$ cat config.mk
export PLATFORM = sky130hd
export DESIGN_NAME = rv32im_instruction_encoder_flat
export DESIGN_NICKNAME = d
export VERILOG_FILES = /design/src/rv32enc_pkg.sv /design/src/rv32enc_if.sv /design/src/rv32im_instruction_encoder.sv /design/src/rv32enc_decode.sv /design/src/rv32enc_pack.sv /design/src/flat_wrapper.sv
export SDC_FILE = /design/constraint.sdc
export NUM_CORES = 1
export LEC_CHECK = 0
export ABC_AREA = 1
export BUFFER_PORTS_ARGS = -buffer_cell sky130_fd_sc_hd__buf_2
export CAP_MARGIN = 20
export CORE_ASPECT_RATIO = 1.25
export CORE_UTILIZATION = 59
export CTS_CLUSTER_DIAMETER = 40
export DETAILED_ROUTE_END_ITERATION = 12
export HOLD_SLACK_MARGIN = 0.08
export PLACE_DENSITY = 0.86
export SYNTH_ARGS = -nofsm -noshare
export SYNTH_HDL_FRONTEND = slang
export SYNTH_SLANG_ARGS = --single-unit
$ cat constraint.sdc
create_clock -name clk -period 4.95 [get_ports clk]
set_input_delay 0.99 -clock clk [delete_from_list [all_inputs] [get_ports clk]]
set_output_delay 0.99 -clock clk [all_outputs]
set_load 0.05 [all_outputs]
$ cat src/rv32enc_pkg.sv
`timescale 1ns / 1ps
`default_nettype none
// ----------------------------------------------------------------------------
// RV32IM encoder package
// Shared types, opcodes, mnemonic codes and status codes of the encoder.
// ----------------------------------------------------------------------------
package rv32enc_pkg;

  // Base opcodes
  localparam logic [6:0] OP_REG    = 7'b0110011;
  localparam logic [6:0] OP_IMM    = 7'b0010011;
  localparam logic [6:0] OP_LOAD   = 7'b0000011;
  localparam logic [6:0] OP_JALR   = 7'b1100111;
  localparam logic [6:0] OP_STORE  = 7'b0100011;
  localparam logic [6:0] OP_BRANCH = 7'b1100011;
  localparam logic [6:0] OP_LUI    = 7'b0110111;
  localparam logic [6:0] OP_AUIPC  = 7'b0010111;
  localparam logic [6:0] OP_JAL    = 7'b1101111;

  // funct7 values
  localparam logic [6:0] F7_BASE = 7'b0000000;
  localparam logic [6:0] F7_ALT  = 7'b0100000;
  localparam logic [6:0] F7_MUL  = 7'b0000001;

  // Largest legal shift amount
  localparam logic [31:0] SHAMT_MAX = 32'd31;

  // Instruction formats; SH is the shift-immediate flavor of I
  typedef enum logic [2:0] {
    FMT_R  = 3'd0,
    FMT_I  = 3'd1,
    FMT_S  = 3'd2,
    FMT_B  = 3'd3,
    FMT_U  = 3'd4,
    FMT_J  = 3'd5,
    FMT_SH = 3'd6
  } fmt_t;

  // Mnemonic codes on the input channel
  typedef enum logic [5:0] {
    ACT_ADD    = 6'd0,  ACT_SUB    = 6'd1,  ACT_SLL    = 6'd2,  ACT_SLT    = 6'd3,
    ACT_SLTU   = 6'd4,  ACT_XOR    = 6'd5,  ACT_SRL    = 6'd6,  ACT_SRA    = 6'd7,
    ACT_OR     = 6'd8,  ACT_AND    = 6'd9,  ACT_ADDI   = 6'd10, ACT_SLTI   = 6'd11,
    ACT_SLTIU  = 6'd12, ACT_XORI   = 6'd13, ACT_ORI    = 6'd14, ACT_ANDI   = 6'd15,
    ACT_SLLI   = 6'd16, ACT_SRLI   = 6'd17, ACT_SRAI   = 6'd18, ACT_LB     = 6'd19,
    ACT_LH     = 6'd20, ACT_LW     = 6'd21, ACT_LBU    = 6'd22, ACT_LHU    = 6'd23,
    ACT_JALR   = 6'd24, ACT_SB     = 6'd25, ACT_SH     = 6'd26, ACT_SW     = 6'd27,
    ACT_BEQ    = 6'd28, ACT_BNE    = 6'd29, ACT_BLT    = 6'd30, ACT_BGE    = 6'd31,
    ACT_BLTU   = 6'd32, ACT_BGEU   = 6'd33, ACT_LUI    = 6'd34, ACT_AUIPC  = 6'd35,
    ACT_JAL    = 6'd36, ACT_MUL    = 6'd37, ACT_MULH   = 6'd38, ACT_MULHSU = 6'd39,
    ACT_MULHU  = 6'd40, ACT_DIV    = 6'd41, ACT_DIVU   = 6'd42, ACT_REM    = 6'd43,
    ACT_REMU   = 6'd44
  } mnem_t;

  // Result status codes
  typedef enum logic [1:0] {
    ST_OK      = 2'd0,
    ST_UNKNOWN = 2'd1,
    ST_SHAMT   = 2'd2,
    ST_ODD     = 2'd3
  } status_t;

  // Decoded row handed from the decoder to the packer
  typedef struct packed {
    logic       known;
    logic [6:0] opcode;
    logic [2:0] f3;
    logic [6:0] f7;
    fmt_t       fmt;
  } enc_row_t;

endpackage : rv32enc_pkg
`default_nettype wire

$ cat src/rv32enc_if.sv
`timescale 1ns / 1ps
`default_nettype none
// ----------------------------------------------------------------------------
// RV32IM encoder channels
// Valid/ready channel interfaces for instruction requests and encoded words.
// ----------------------------------------------------------------------------
interface rv32enc_in_if;
  logic               valid;
  logic               ready;
  logic        [5:0]  action;
  logic        [4:0]  rd;
  logic        [4:0]  rs1;
  logic        [4:0]  rs2;
  logic signed [31:0] imm;
  logic        [31:0] inst_addr;
  logic        [31:0] dest_addr;

  modport source (output valid, action, rd, rs1, rs2, imm, inst_addr,
                  dest_addr, input ready);
  modport sink   (input valid, action, rd, rs1, rs2, imm, inst_addr,
                  dest_addr, output ready);
endinterface : rv32enc_in_if

interface rv32enc_out_if;
  logic        valid;
  logic        ready;
  logic [31:0] word;
  logic [1:0]  status;

  modport source (output valid, word, status, input ready);
  modport sink   (input valid, word, status, output ready);
endinterface : rv32enc_out_if
`default_nettype wire

$ cat src/rv32im_instruction_encoder.sv
`timescale 1ns / 1ps
`default_nettype none
// Path: a request is captured in the input register, then in the result
//   register; decode and bit packing sit between the two.
// Throughput: one transaction per cycle while the result side keeps taking.
// Reset: rst_n (synchronous, active low) clears both stage valid flags;
//   the payload and result registers are not reset.
// ----------------------------------------------------------------------------
// RV32IM instruction encoder
// Two-stage valid/ready pipeline that turns one mnemonic request into one
// 32-bit RV32IM machine word plus a status code.
// ----------------------------------------------------------------------------
module rv32im_instruction_encoder
  import rv32enc_pkg::*;
(
  input  wire logic    clk,
  input  wire logic    rst_n,
  rv32enc_in_if.sink   in_ch,
  rv32enc_out_if.source out_ch
);

  // Stage 1: input register
  logic        s1_valid_r;
  logic        s1_valid_nxt;
  logic [5:0]  action_r;
  logic [4:0]  rd_r;
  logic [4:0]  rs1_r;
  logic [4:0]  rs2_r;
  logic [31:0] imm_r;
  logic [31:0] cur_r;
  logic [31:0] tgt_r;

  // Stage 2: result register
  logic        out_valid_r;
  logic        out_valid_nxt;
  logic [31:0] word_r;
  logic [1:0]  status_r;

  // Handshake
  logic     s2_ready;
  logic     s1_ready;
  logic     in_take;
  logic     s1_move;

  // Datapath between the two registers
  enc_row_t row;
  logic [31:0] word_nxt;
  status_t     status_nxt;

  // The result register frees up when empty or when its transaction leaves;
  // the input register frees up when empty or when it can advance.
  assign s2_ready = !out_valid_r || out_ch.ready;
  assign s1_ready = !s1_valid_r || s2_ready;
  assign in_take  = in_ch.valid && s1_ready;
  assign s1_move  = s1_valid_r && s2_ready;

  assign in_ch.ready = s1_ready;

  always_comb begin
    s1_valid_nxt = s1_valid_r;
    if (s1_ready) begin
      s1_valid_nxt = in_ch.valid;
    end
  end

  always_comb begin
    out_valid_nxt = out_valid_r;
    if (s2_ready) begin
      out_valid_nxt = s1_valid_r;
    end
  end

  always_ff @(posedge clk) begin
    if (!rst_n) begin
      s1_valid_r  <= 1'b0;
      out_valid_r <= 1'b0;
    end else begin
      s1_valid_r  <= s1_valid_nxt;
      out_valid_r <= out_valid_nxt;
    end
  end

  // Capture the request payload on an accepted transaction
  always_ff @(posedge clk) begin
    if (in_take) begin
      action_r <= in_ch.action;
      rd_r     <= in_ch.rd;
      rs1_r    <= in_ch.rs1;
      rs2_r    <= in_ch.rs2;
      imm_r    <= in_ch.imm;
      cur_r    <= in_ch.inst_addr;
      tgt_r    <= in_ch.dest_addr;
    end
  end

  // Look up opcode, funct fields and format
  rv32enc_decode u_decode (
    .action (action_r),
    .row    (row)
  );

  // Pack fields and flag shift-range and odd-offset errors
  rv32enc_pack u_pack (
    .row       (row),
    .rd        (rd_r),
    .rs1       (rs1_r),
    .rs2       (rs2_r),
    .imm       (imm_r),
    .inst_addr (cur_r),
    .dest_addr (tgt_r),
    .word      (word_nxt),
    .status    (status_nxt)
  );

  // Advance the encoded word into the result register
  always_ff @(posedge clk) begin
    if (s1_move) begin
      word_r   <= word_nxt;
      status_r <= status_nxt;
    end
  end

  assign out_ch.valid  = out_valid_r;
  assign out_ch.word   = word_r;
  assign out_ch.status = status_r;

endmodule : rv32im_instruction_encoder
`default_nettype wire

$ cat src/rv32enc_decode.sv
`timescale 1ns / 1ps
`default_nettype none
// ----------------------------------------------------------------------------
// RV32IM encoder mnemonic decoder
// Map a mnemonic code to opcode, funct3, funct7 and instruction format.
// ----------------------------------------------------------------------------
module rv32enc_decode
  import rv32enc_pkg::*;
(
  input  wire logic [5:0] action,
  output enc_row_t        row
);

  always_comb begin
    row = '{known: 1'b1, opcode: OP_REG, f3: 3'd0, f7: F7_BASE, fmt: FMT_R};
    case (mnem_t'(action))
      ACT_ADD:    row = '{1'b1, OP_REG,    3'd0, F7_BASE, FMT_R};
      ACT_SUB:    row = '{1'b1, OP_REG,    3'd0, F7_ALT,  FMT_R};
      ACT_SLL:    row = '{1'b1, OP_REG,    3'd1, F7_BASE, FMT_R};
      ACT_SLT:    row = '{1'b1, OP_REG,    3'd2, F7_BASE, FMT_R};
      ACT_SLTU:   row = '{1'b1, OP_REG,    3'd3, F7_BASE, FMT_R};
      ACT_XOR:    row = '{1'b1, OP_REG,    3'd4, F7_BASE, FMT_R};
      ACT_SRL:    row = '{1'b1, OP_REG,    3'd5, F7_BASE, FMT_R};
      ACT_SRA:    row = '{1'b1, OP_REG,    3'd5, F7_ALT,  FMT_R};
      ACT_OR:     row = '{1'b1, OP_REG,    3'd6, F7_BASE, FMT_R};
      ACT_AND:    row = '{1'b1, OP_REG,    3'd7, F7_BASE, FMT_R};
      ACT_ADDI:   row = '{1'b1, OP_IMM,    3'd0, F7_BASE, FMT_I};
      ACT_SLTI:   row = '{1'b1, OP_IMM,    3'd2, F7_BASE, FMT_I};
      ACT_SLTIU:  row = '{1'b1, OP_IMM,    3'd3, F7_BASE, FMT_I};
      ACT_XORI:   row = '{1'b1, OP_IMM,    3'd4, F7_BASE, FMT_I};
      ACT_ORI:    row = '{1'b1, OP_IMM,    3'd6, F7_BASE, FMT_I};
      ACT_ANDI:   row = '{1'b1, OP_IMM,    3'd7, F7_BASE, FMT_I};
      ACT_SLLI:   row = '{1'b1, OP_IMM,    3'd1, F7_BASE, FMT_SH};
      ACT_SRLI:   row = '{1'b1, OP_IMM,    3'd5, F7_BASE, FMT_SH};
      ACT_SRAI:   row = '{1'b1, OP_IMM,    3'd5, F7_ALT,  FMT_SH};
      ACT_LB:     row = '{1'b1, OP_LOAD,   3'd0, F7_BASE, FMT_I};
      ACT_LH:     row = '{1'b1, OP_LOAD,   3'd1, F7_BASE, FMT_I};
      ACT_LW:     row = '{1'b1, OP_LOAD,   3'd2, F7_BASE, FMT_I};
      ACT_LBU:    row = '{1'b1, OP_LOAD,   3'd4, F7_BASE, FMT_I};
      ACT_LHU:    row = '{1'b1, OP_LOAD,   3'd5, F7_BASE, FMT_I};
      ACT_JALR:   row = '{1'b1, OP_JALR,   3'd0, F7_BASE, FMT_I};
      ACT_SB:     row = '{1'b1, OP_STORE,  3'd0, F7_BASE, FMT_S};
      ACT_SH:     row = '{1'b1, OP_STORE,  3'd1, F7_BASE, FMT_S};
      ACT_SW:     row = '{1'b1, OP_STORE,  3'd2, F7_BASE, FMT_S};
      ACT_BEQ:    row = '{1'b1, OP_BRANCH, 3'd0, F7_BASE, FMT_B};
      ACT_BNE:    row = '{1'b1, OP_BRANCH, 3'd1, F7_BASE, FMT_B};
      ACT_BLT:    row = '{1'b1, OP_BRANCH, 3'd4, F7_BASE, FMT_B};
      ACT_BGE:    row = '{1'b1, OP_BRANCH, 3'd5, F7_BASE, FMT_B};
      ACT_BLTU:   row = '{1'b1, OP_BRANCH, 3'd6, F7_BASE, FMT_B};
      ACT_BGEU:   row = '{1'b1, OP_BRANCH, 3'd7, F7_BASE, FMT_B};
      ACT_LUI:    row = '{1'b1, OP_LUI,    3'd0, F7_BASE, FMT_U};
      ACT_AUIPC:  row = '{1'b1, OP_AUIPC,  3'd0, F7_BASE, FMT_U};
      ACT_JAL:    row = '{1'b1, OP_JAL,    3'd0, F7_BASE, FMT_J};
      ACT_MUL:    row = '{1'b1, OP_REG,    3'd0, F7_MUL,  FMT_R};
      ACT_MULH:   row = '{1'b1, OP_REG,    3'd1, F7_MUL,  FMT_R};
      ACT_MULHSU: row = '{1'b1, OP_REG,    3'd2, F7_MUL,  FMT_R};
      ACT_MULHU:  row = '{1'b1, OP_REG,    3'd3, F7_MUL,  FMT_R};
      ACT_DIV:    row = '{1'b1, OP_REG,    3'd4, F7_MUL,  FMT_R};
      ACT_DIVU:   row = '{1'b1, OP_REG,    3'd5, F7_MUL,  FMT_R};
      ACT_REM:    row = '{1'b1, OP_REG,    3'd6, F7_MUL,  FMT_R};
      ACT_REMU:   row = '{1'b1, OP_REG,    3'd7, F7_MUL,  FMT_R};
      default:    row = '{1'b0, OP_REG,    3'd0, F7_BASE, FMT_R};
    endcase
  end

endmodule : rv32enc_decode
`default_nettype wire

$ cat src/rv32enc_pack.sv
`timescale 1ns / 1ps
`default_nettype none
// ----------------------------------------------------------------------------
// RV32IM encoder word packer
// Place register numbers, immediates and offsets into the selected format.
// ----------------------------------------------------------------------------
module rv32enc_pack
  import rv32enc_pkg::*;
(
  input  wire enc_row_t      row,
  input  wire logic   [4:0]  rd,
  input  wire logic   [4:0]  rs1,
  input  wire logic   [4:0]  rs2,
  input  wire logic   [31:0] imm,
  input  wire logic   [31:0] inst_addr,
  input  wire logic   [31:0] dest_addr,
  output logic        [31:0] word,
  output status_t            status
);

  logic [31:0] off;

  assign off = dest_addr - inst_addr;

  always_comb begin
    word   = '0;
    status = ST_OK;
    if (!row.known) begin
      status = ST_UNKNOWN;
    end else begin
      case (row.fmt)
        FMT_R: begin
          word = {row.f7, rs2, rs1, row.f3, rd, row.opcode};
        end
        FMT_I: begin
          word = {imm[11:0], rs1, row.f3, rd, row.opcode};
        end
        FMT_SH: begin
          // unsigned compare: negative amounts fail too
          if (imm > SHAMT_MAX) begin
            status = ST_SHAMT;
          end else begin
            word = {row.f7, imm[4:0], rs1, row.f3, rd, row.opcode};
          end
        end
        FMT_S: begin
          word = {imm[11:5], rs2, rs1, row.f3, imm[4:0], row.opcode};
        end
        FMT_B: begin
          if (off[0]) begin
            status = ST_ODD;
          end else begin
            word = {off[12], off[10:5], rs2, rs1, row.f3, off[4:1], off[11], row.opcode};
          end
        end
        FMT_U: begin
          word = {imm[19:0], rd, row.opcode};
        end
        FMT_J: begin
          if (off[0]) begin
            status = ST_ODD;
          end else begin
            word = {off[20], off[10:1], off[11], off[19:12], rd, row.opcode};
          end
        end
        default: begin
          word   = '0;
          status = ST_UNKNOWN;
        end
      endcase
    end
  end

endmodule : rv32enc_pack
`default_nettype wire
$ cat src/flat_wrapper.sv
// flat-port wrapper written by rule: the top's interface ports become plain ports
module rv32im_instruction_encoder_flat import rv32enc_pkg::*;
  (clk, rst_n, in_ch_valid, in_ch_action, in_ch_rd, in_ch_rs1, in_ch_rs2, in_ch_imm, in_ch_inst_addr, in_ch_dest_addr, in_ch_ready, out_ch_valid, out_ch_word, out_ch_status, out_ch_ready);
  rv32enc_in_if in_ch_i ();
  rv32enc_out_if out_ch_i ();
  input  wire logic clk;
  input  wire logic rst_n;
  input wire logic [$bits(in_ch_i.valid)-1:0] in_ch_valid;
  input wire logic [$bits(in_ch_i.action)-1:0] in_ch_action;
  input wire logic [$bits(in_ch_i.rd)-1:0] in_ch_rd;
  input wire logic [$bits(in_ch_i.rs1)-1:0] in_ch_rs1;
  input wire logic [$bits(in_ch_i.rs2)-1:0] in_ch_rs2;
  input wire logic [$bits(in_ch_i.imm)-1:0] in_ch_imm;
  input wire logic [$bits(in_ch_i.inst_addr)-1:0] in_ch_inst_addr;
  input wire logic [$bits(in_ch_i.dest_addr)-1:0] in_ch_dest_addr;
  output wire logic [$bits(in_ch_i.ready)-1:0] in_ch_ready;
  output wire logic [$bits(out_ch_i.valid)-1:0] out_ch_valid;
  output wire logic [$bits(out_ch_i.word)-1:0] out_ch_word;
  output wire logic [$bits(out_ch_i.status)-1:0] out_ch_status;
  input wire logic [$bits(out_ch_i.ready)-1:0] out_ch_ready;
  assign in_ch_i.valid = in_ch_valid;
  assign in_ch_i.action = in_ch_action;
  assign in_ch_i.rd = in_ch_rd;
  assign in_ch_i.rs1 = in_ch_rs1;
  assign in_ch_i.rs2 = in_ch_rs2;
  assign in_ch_i.imm = in_ch_imm;
  assign in_ch_i.inst_addr = in_ch_inst_addr;
  assign in_ch_i.dest_addr = in_ch_dest_addr;
  assign in_ch_ready = in_ch_i.ready;
  assign out_ch_valid = out_ch_i.valid;
  assign out_ch_word = out_ch_i.word;
  assign out_ch_status = out_ch_i.status;
  assign out_ch_i.ready = out_ch_ready;
  rv32im_instruction_encoder u_core (.clk(clk), .rst_n(rst_n), .in_ch(in_ch_i), .out_ch(out_ch_i));
endmodule
# == Word level (Yosys, flattened, before mapping) ==
# Memories as Yosys holds them, arrays and structs flattened. A register that Yosys moved wholly into a read port is not among the register bits.
# Index checks and enable logic that the tools add are counted.
# totals
reg_bits,131
mem_bits_ro,896
in_bits,121
output_inout_bits,36
elab_cells,37
mem_count,1
# classes
addsub,1
magnitude_cmp,1
n_eq_ne,6
mux,8
n_reduce_logical,9
# memory_table
memory,depth,word_bits,read_ports,rd_ports_with_merged_regs,write_ports,line_no,text
(name not given),64,14,1,1,0,rv32enc_decode.sv:16,case (mnem_t'(action))
# ops
cell,count
32-bit one-hot mux with 7 select lines,1
32-bit 2-to-1 mux,3
"32-bit by 5-bit greater-than comparator with 1-bit output, second input constant",1
21-bit subtractor,1
"3-bit equality test, second input constant",3
"3-bit by 2-bit equality test with 1-bit output, second input constant",2
6-bit 2-to-1 mux,1
2-bit one-hot mux with 3 select lines,1
2-bit 2-to-1 mux,2
4-bit OR reduction,1
"3-bit by 1-bit equality test with 1-bit output, second input constant",1
3-bit logical NOT,1
1-bit logical AND,2
1-bit logical NOT,2
1-bit logical OR,2
2-bit OR reduction,1

# == Logic depth before layout (Yosys ltp) ==
# logic_depth
ltp_word,5
ltp_mapped,16
mapped_depth_nobuf,16

# == Modules after synthesis ==
# From an unflattened synthesis, not the netlist that was laid out.
# unflattened
hier_cells,786
hier_area_um2,7766.2
# by_module_without_submodules
mod,instances,cells_each,area_per_inst_um2,seq_area_each_um2
rv32im_instruction_encoder,1,164,4629.4,4574.4
rv32enc_pack,1,493,2373.5,0.0
rv32enc_decode,1,129,763.2,0.0

# == Worst setup path before layout ==
# No wires, ideal clock.
# synth_timing
kind,input to register
start,in out_ch_ready
end,reg u_core.u_decode.row[10] (netlist name)
setup_ps,114
t_arrival_ps,3320
required_time_ps,4836
setup_slack_ps,1515
path_stages,14
n_path_buf,0
cell_sequence,inv_1 nand3_2 nand2_4 inv_2 nand2_1 nand2_1 ha_1 o21ai_0 inv_1 nand2_1 nand3_1 nand2_1 nand2_1 nand2_1
# synth_via
elab_chain_cells,4
# synth_lines
item,line_no,text
from (decl),flat_wrapper.sv:20,input wire logic [$bits(out_ch_i.ready)-1:0] out_ch_ready;
1-bit logical OR,rv32im_instruction_encoder.sv:52,assign s2_ready = !out_valid_r || out_ch.ready;
1-bit logical OR,rv32im_instruction_encoder.sv:53,assign s1_ready = !s1_valid_r || s2_ready;
named net in_ch_ready,flat_wrapper.sv:16,output wire logic [$bits(in_ch_i.ready)-1:0] in_ch_ready;
1-bit logical AND,rv32im_instruction_encoder.sv:54,assign in_take = in_ch.valid && s1_ready;
named net u_core.in_take,rv32im_instruction_encoder.sv:42,logic in_take;
6-bit 2-to-1 mux (no source line),-,
# The timed path passes the listed nets, and every way through them passes these cells.
# A chain may end at the register's enable or synchronous reset.

# == Final worst setup path ==
# layout_timing
start,in out_ch_ready
end,out in_ch_ready
# layout_via
elab_chain_cells,2
# layout_lines
item,line_no
1-bit logical OR,rv32im_instruction_encoder.sv:52
1-bit logical OR,rv32im_instruction_encoder.sv:53
to (decl),flat_wrapper.sv:16
# No other way between the ends.

==> results.md <==
* Status: finished, final reports clean
* Critical path class: primary input to primary output
* Synth Register Bits at 144
* Cell Pwr Density at 376 mW/mm^2
* Antenna Cells at 0
* Crit Path Max Fanout at 3
* WL final at 16,500 um
* Gate Count Post-Synth at 753
* Multi-input logic area at 0.00249 mm^2
* Final hold violation count at 0
* Max cap viols at 0
* Commonest non-fill, non-tap cell in the layout: nand2_1
* Slew headroom at 25.9%
* Num rows at 44
* Max Fclk at 0.390 GHz
* Arr. time, crit path at 1.57 ns
* Total Nets Final at 1,048
* Most Crowded Layer GR: met2
* Ports at 157
* Register area share after synthesis at 58.0%
* Routed vias/inst at 5.33
* Antenna violations before repair at 0
* Max-slew violation count at 0
* Core area at 0.0117 mm^2
* Die area at 0.0126 mm^2
* DR WL/cell at 15.3 um
* Ys Warns at 0
* Num CTS Buffers at 17
* Layout cells sized above 1 at 22.5%
* Post-Route Skew at 0.00951 ns
* Final HPWL DP at 12,100 um
* Critical path endpoint category: primary output
* GR met3 Demand/Resource at 5.81%
* H-tree levels at 4
* Crit path time final at 2.56 ns
* Register area at 0.00416 mm^2
* Area Overhead vs Synth at 19.8%
* Global Route Usage Sum at 27.8%
* Iter 0 DRT Violations at 418
* Worst reg2reg startpoint: u_core.tgt_r[1]
* Final Cycle Share at 51.8%
* DRC viols at 0
* Avg Cell Area, Syn at 9.53 um^2
* Worst Setup SP: out_ch_ready
* Remaining Overflow, GRT at 0
* Port Buffer Count at 134
* Placed inst area at 0.00802 mm^2
* Setup Buffers After CTS at 0
* CTS sink count at 144
* CTS tree: built
* Most frequent cells in the layout: nand2_1, buf_2, edfxtp_1
* Post-synthesis cell area at 0.00717 mm^2
* VDD IR max at 0.237 mV
* Worst hold slack at 0.529 ns
* Longest Clk Path Bufs at 2
* GPL Wtd Cong at 0.939
* Starting density of the core at 61.2%
* Fillcell total at 858
* Clock slew at reported path FFs at 0.06 ns
* Hold WC Path Type: register to register
* First drt pass iteration count at 5
* Post-CTS sizing at 0
* Vias at 5,726
* Met2 GRT Util at 49.2%
* Post-synth cell types at 44
* Hold Buf Count CTS at 0
* Worst hold start: u_core.u_decode.row[17]
* Crit path required time at 3.96 ns
* Final instance area at 0.00860 mm^2
* Grt met1 use at 30.1%
* Worst-Margin Slew at 1.11 ns
* Antenna Nets Post-Route at 0
* First-pass GRT wire length at 26,000 um
* Lkg Pwr at 0.00399 uW
* Largest net degree at the start of global routing at 88
* Die Ht at 125 um
* Root Driver: clkbuf_16
* Die Width at 101 um
* Later-pin clock latency in the skew report at 0.43 ns
* Syn nets at 901
* Vias in the first global route at 5,589
* Setup TNS at 0 ns
* Startpoint types: primary input
* Final setup fails at 0
* RSZ-0062 raised after global routing: no
-- per-layer routing --
metal / up-vias / routed length (um) / part of all wire [%]
met1: 2596 / 6130 / 37
met2: 247 / 8640 / 53
met5: - / 0 / 0
met4: 0 / 704 / 4.3
met3: 59 / 972 / 5.9
li1: 2824 / - / -
-- cell usage after synthesis (all sizes together) --
| cell | count | area [um^2] |
|---|---|---|
| and2 | 1 | 6.26 |
| inv | 127 | 477 |
| nor3 | 4 | 36.3 |
| nand3 | 54 | 290 |
| o21bai | 4 | 30.0 |
| clkbuf | 2 | 7.51 |
| nand3b | 2 | 27.5 |
| buf | 6 | 40.0 |
| o21ai | 24 | 139 |
| nor2b | 1 | 6.26 |
| nor2 | 60 | 243 |
| nand2 | 201 | 785 |
| o2111ai | 1 | 8.76 |
| o31ai | 1 | 7.51 |
| a21boi | 6 | 45.0 |
| edfxtp | 128 | 3840 |
| xor2 | 2 | 17.5 |
| nor4 | 2 | 12.5 |
| a31oi | 4 | 25.0 |
| a21o | 1 | 7.51 |
| o22ai | 3 | 18.8 |
| xnor2 | 2 | 17.5 |
| a22oi | 10 | 75.1 |
| ha | 27 | 338 |
| a21oi | 41 | 205 |
| dfxtp | 16 | 320 |
| nand4 | 17 | 106 |
| or2 | 5 | 33.8 |
| clkinv | 1 | 3.75 |
-- worst paths after layout --
kind              cells after the start  slack [ns]                endpoint
hold reg to reg                       2        0.53   u_core.out_ch.word[4]
setup reg to reg                     10        2.68  u_core.out_ch.word[11]
hold / removal                        2        0.53   u_core.out_ch.word[4]
setup / recovery                      4        2.39             in_ch_ready
-- cells by family after synthesis --
group / after synthesis / synth area share [%]
AOI/OAI and AO/OA: 95 / 7.83
xor gates and xnor gates: 4 / 0.488
DFF: 144 / 58.0
and+or+nand+nor: 347 / 21.6
adders and majority gates: 27 / 4.71
buffers and inverters: 136 / 7.36
-- final cells by class --
cell class              count  area share (%)
inverters                 128            5.60
clock buffers              17            4.95
repair buffers            136            8.12
flip-flops and latches    144            48.4
clock inverters            15            1.54
well taps                 161            2.34
multi-input cells         473            29.0
-- worst max-delay path, cell delays in order --
cell     delay [ns]
buf_2          0.10
inv_1          0.12
nand3_2        0.13
buf_2          0.24
-- flip-flops by register name, summed over array words and instances (netlist names), 2 cells and up --
register	count
u_core.out_ch.word	31
u_core.tgt_r	21
u_core.rs1_r	5
u_core.cur_r	21
u_core.rd_r	5
u_core.imm_r	32
u_core.out_ch.status	2
u_core.u_decode.row	14
u_core.rs2_r	5
u_core.action_r	6
-- power by group --
part,internal (uW),switching [uW],total (uW)
Sequential,1420,36.5,1460
Combinational,178,387,565
Clock,693,512,1200
Total,2290,936,3230
-- stage by stage --
step / setup slack, ns / instances / utilization, % / power (uW)
detailed placement: 2.04 / 1041 / 68.4 / 2040
finish: 2.39 / 1074 / 73.3 / 3230
global placement: 2.09 / 1041 / 68.4 / 2030
global route: 2.27 / 1074 / 73.3 / 3350
CTS: 2.38 / 1073 / 73.1 / 3230
floorplan: 1.52 / 753 / - / 1870
Note: power is estimated with default switching activity, not from simulation.
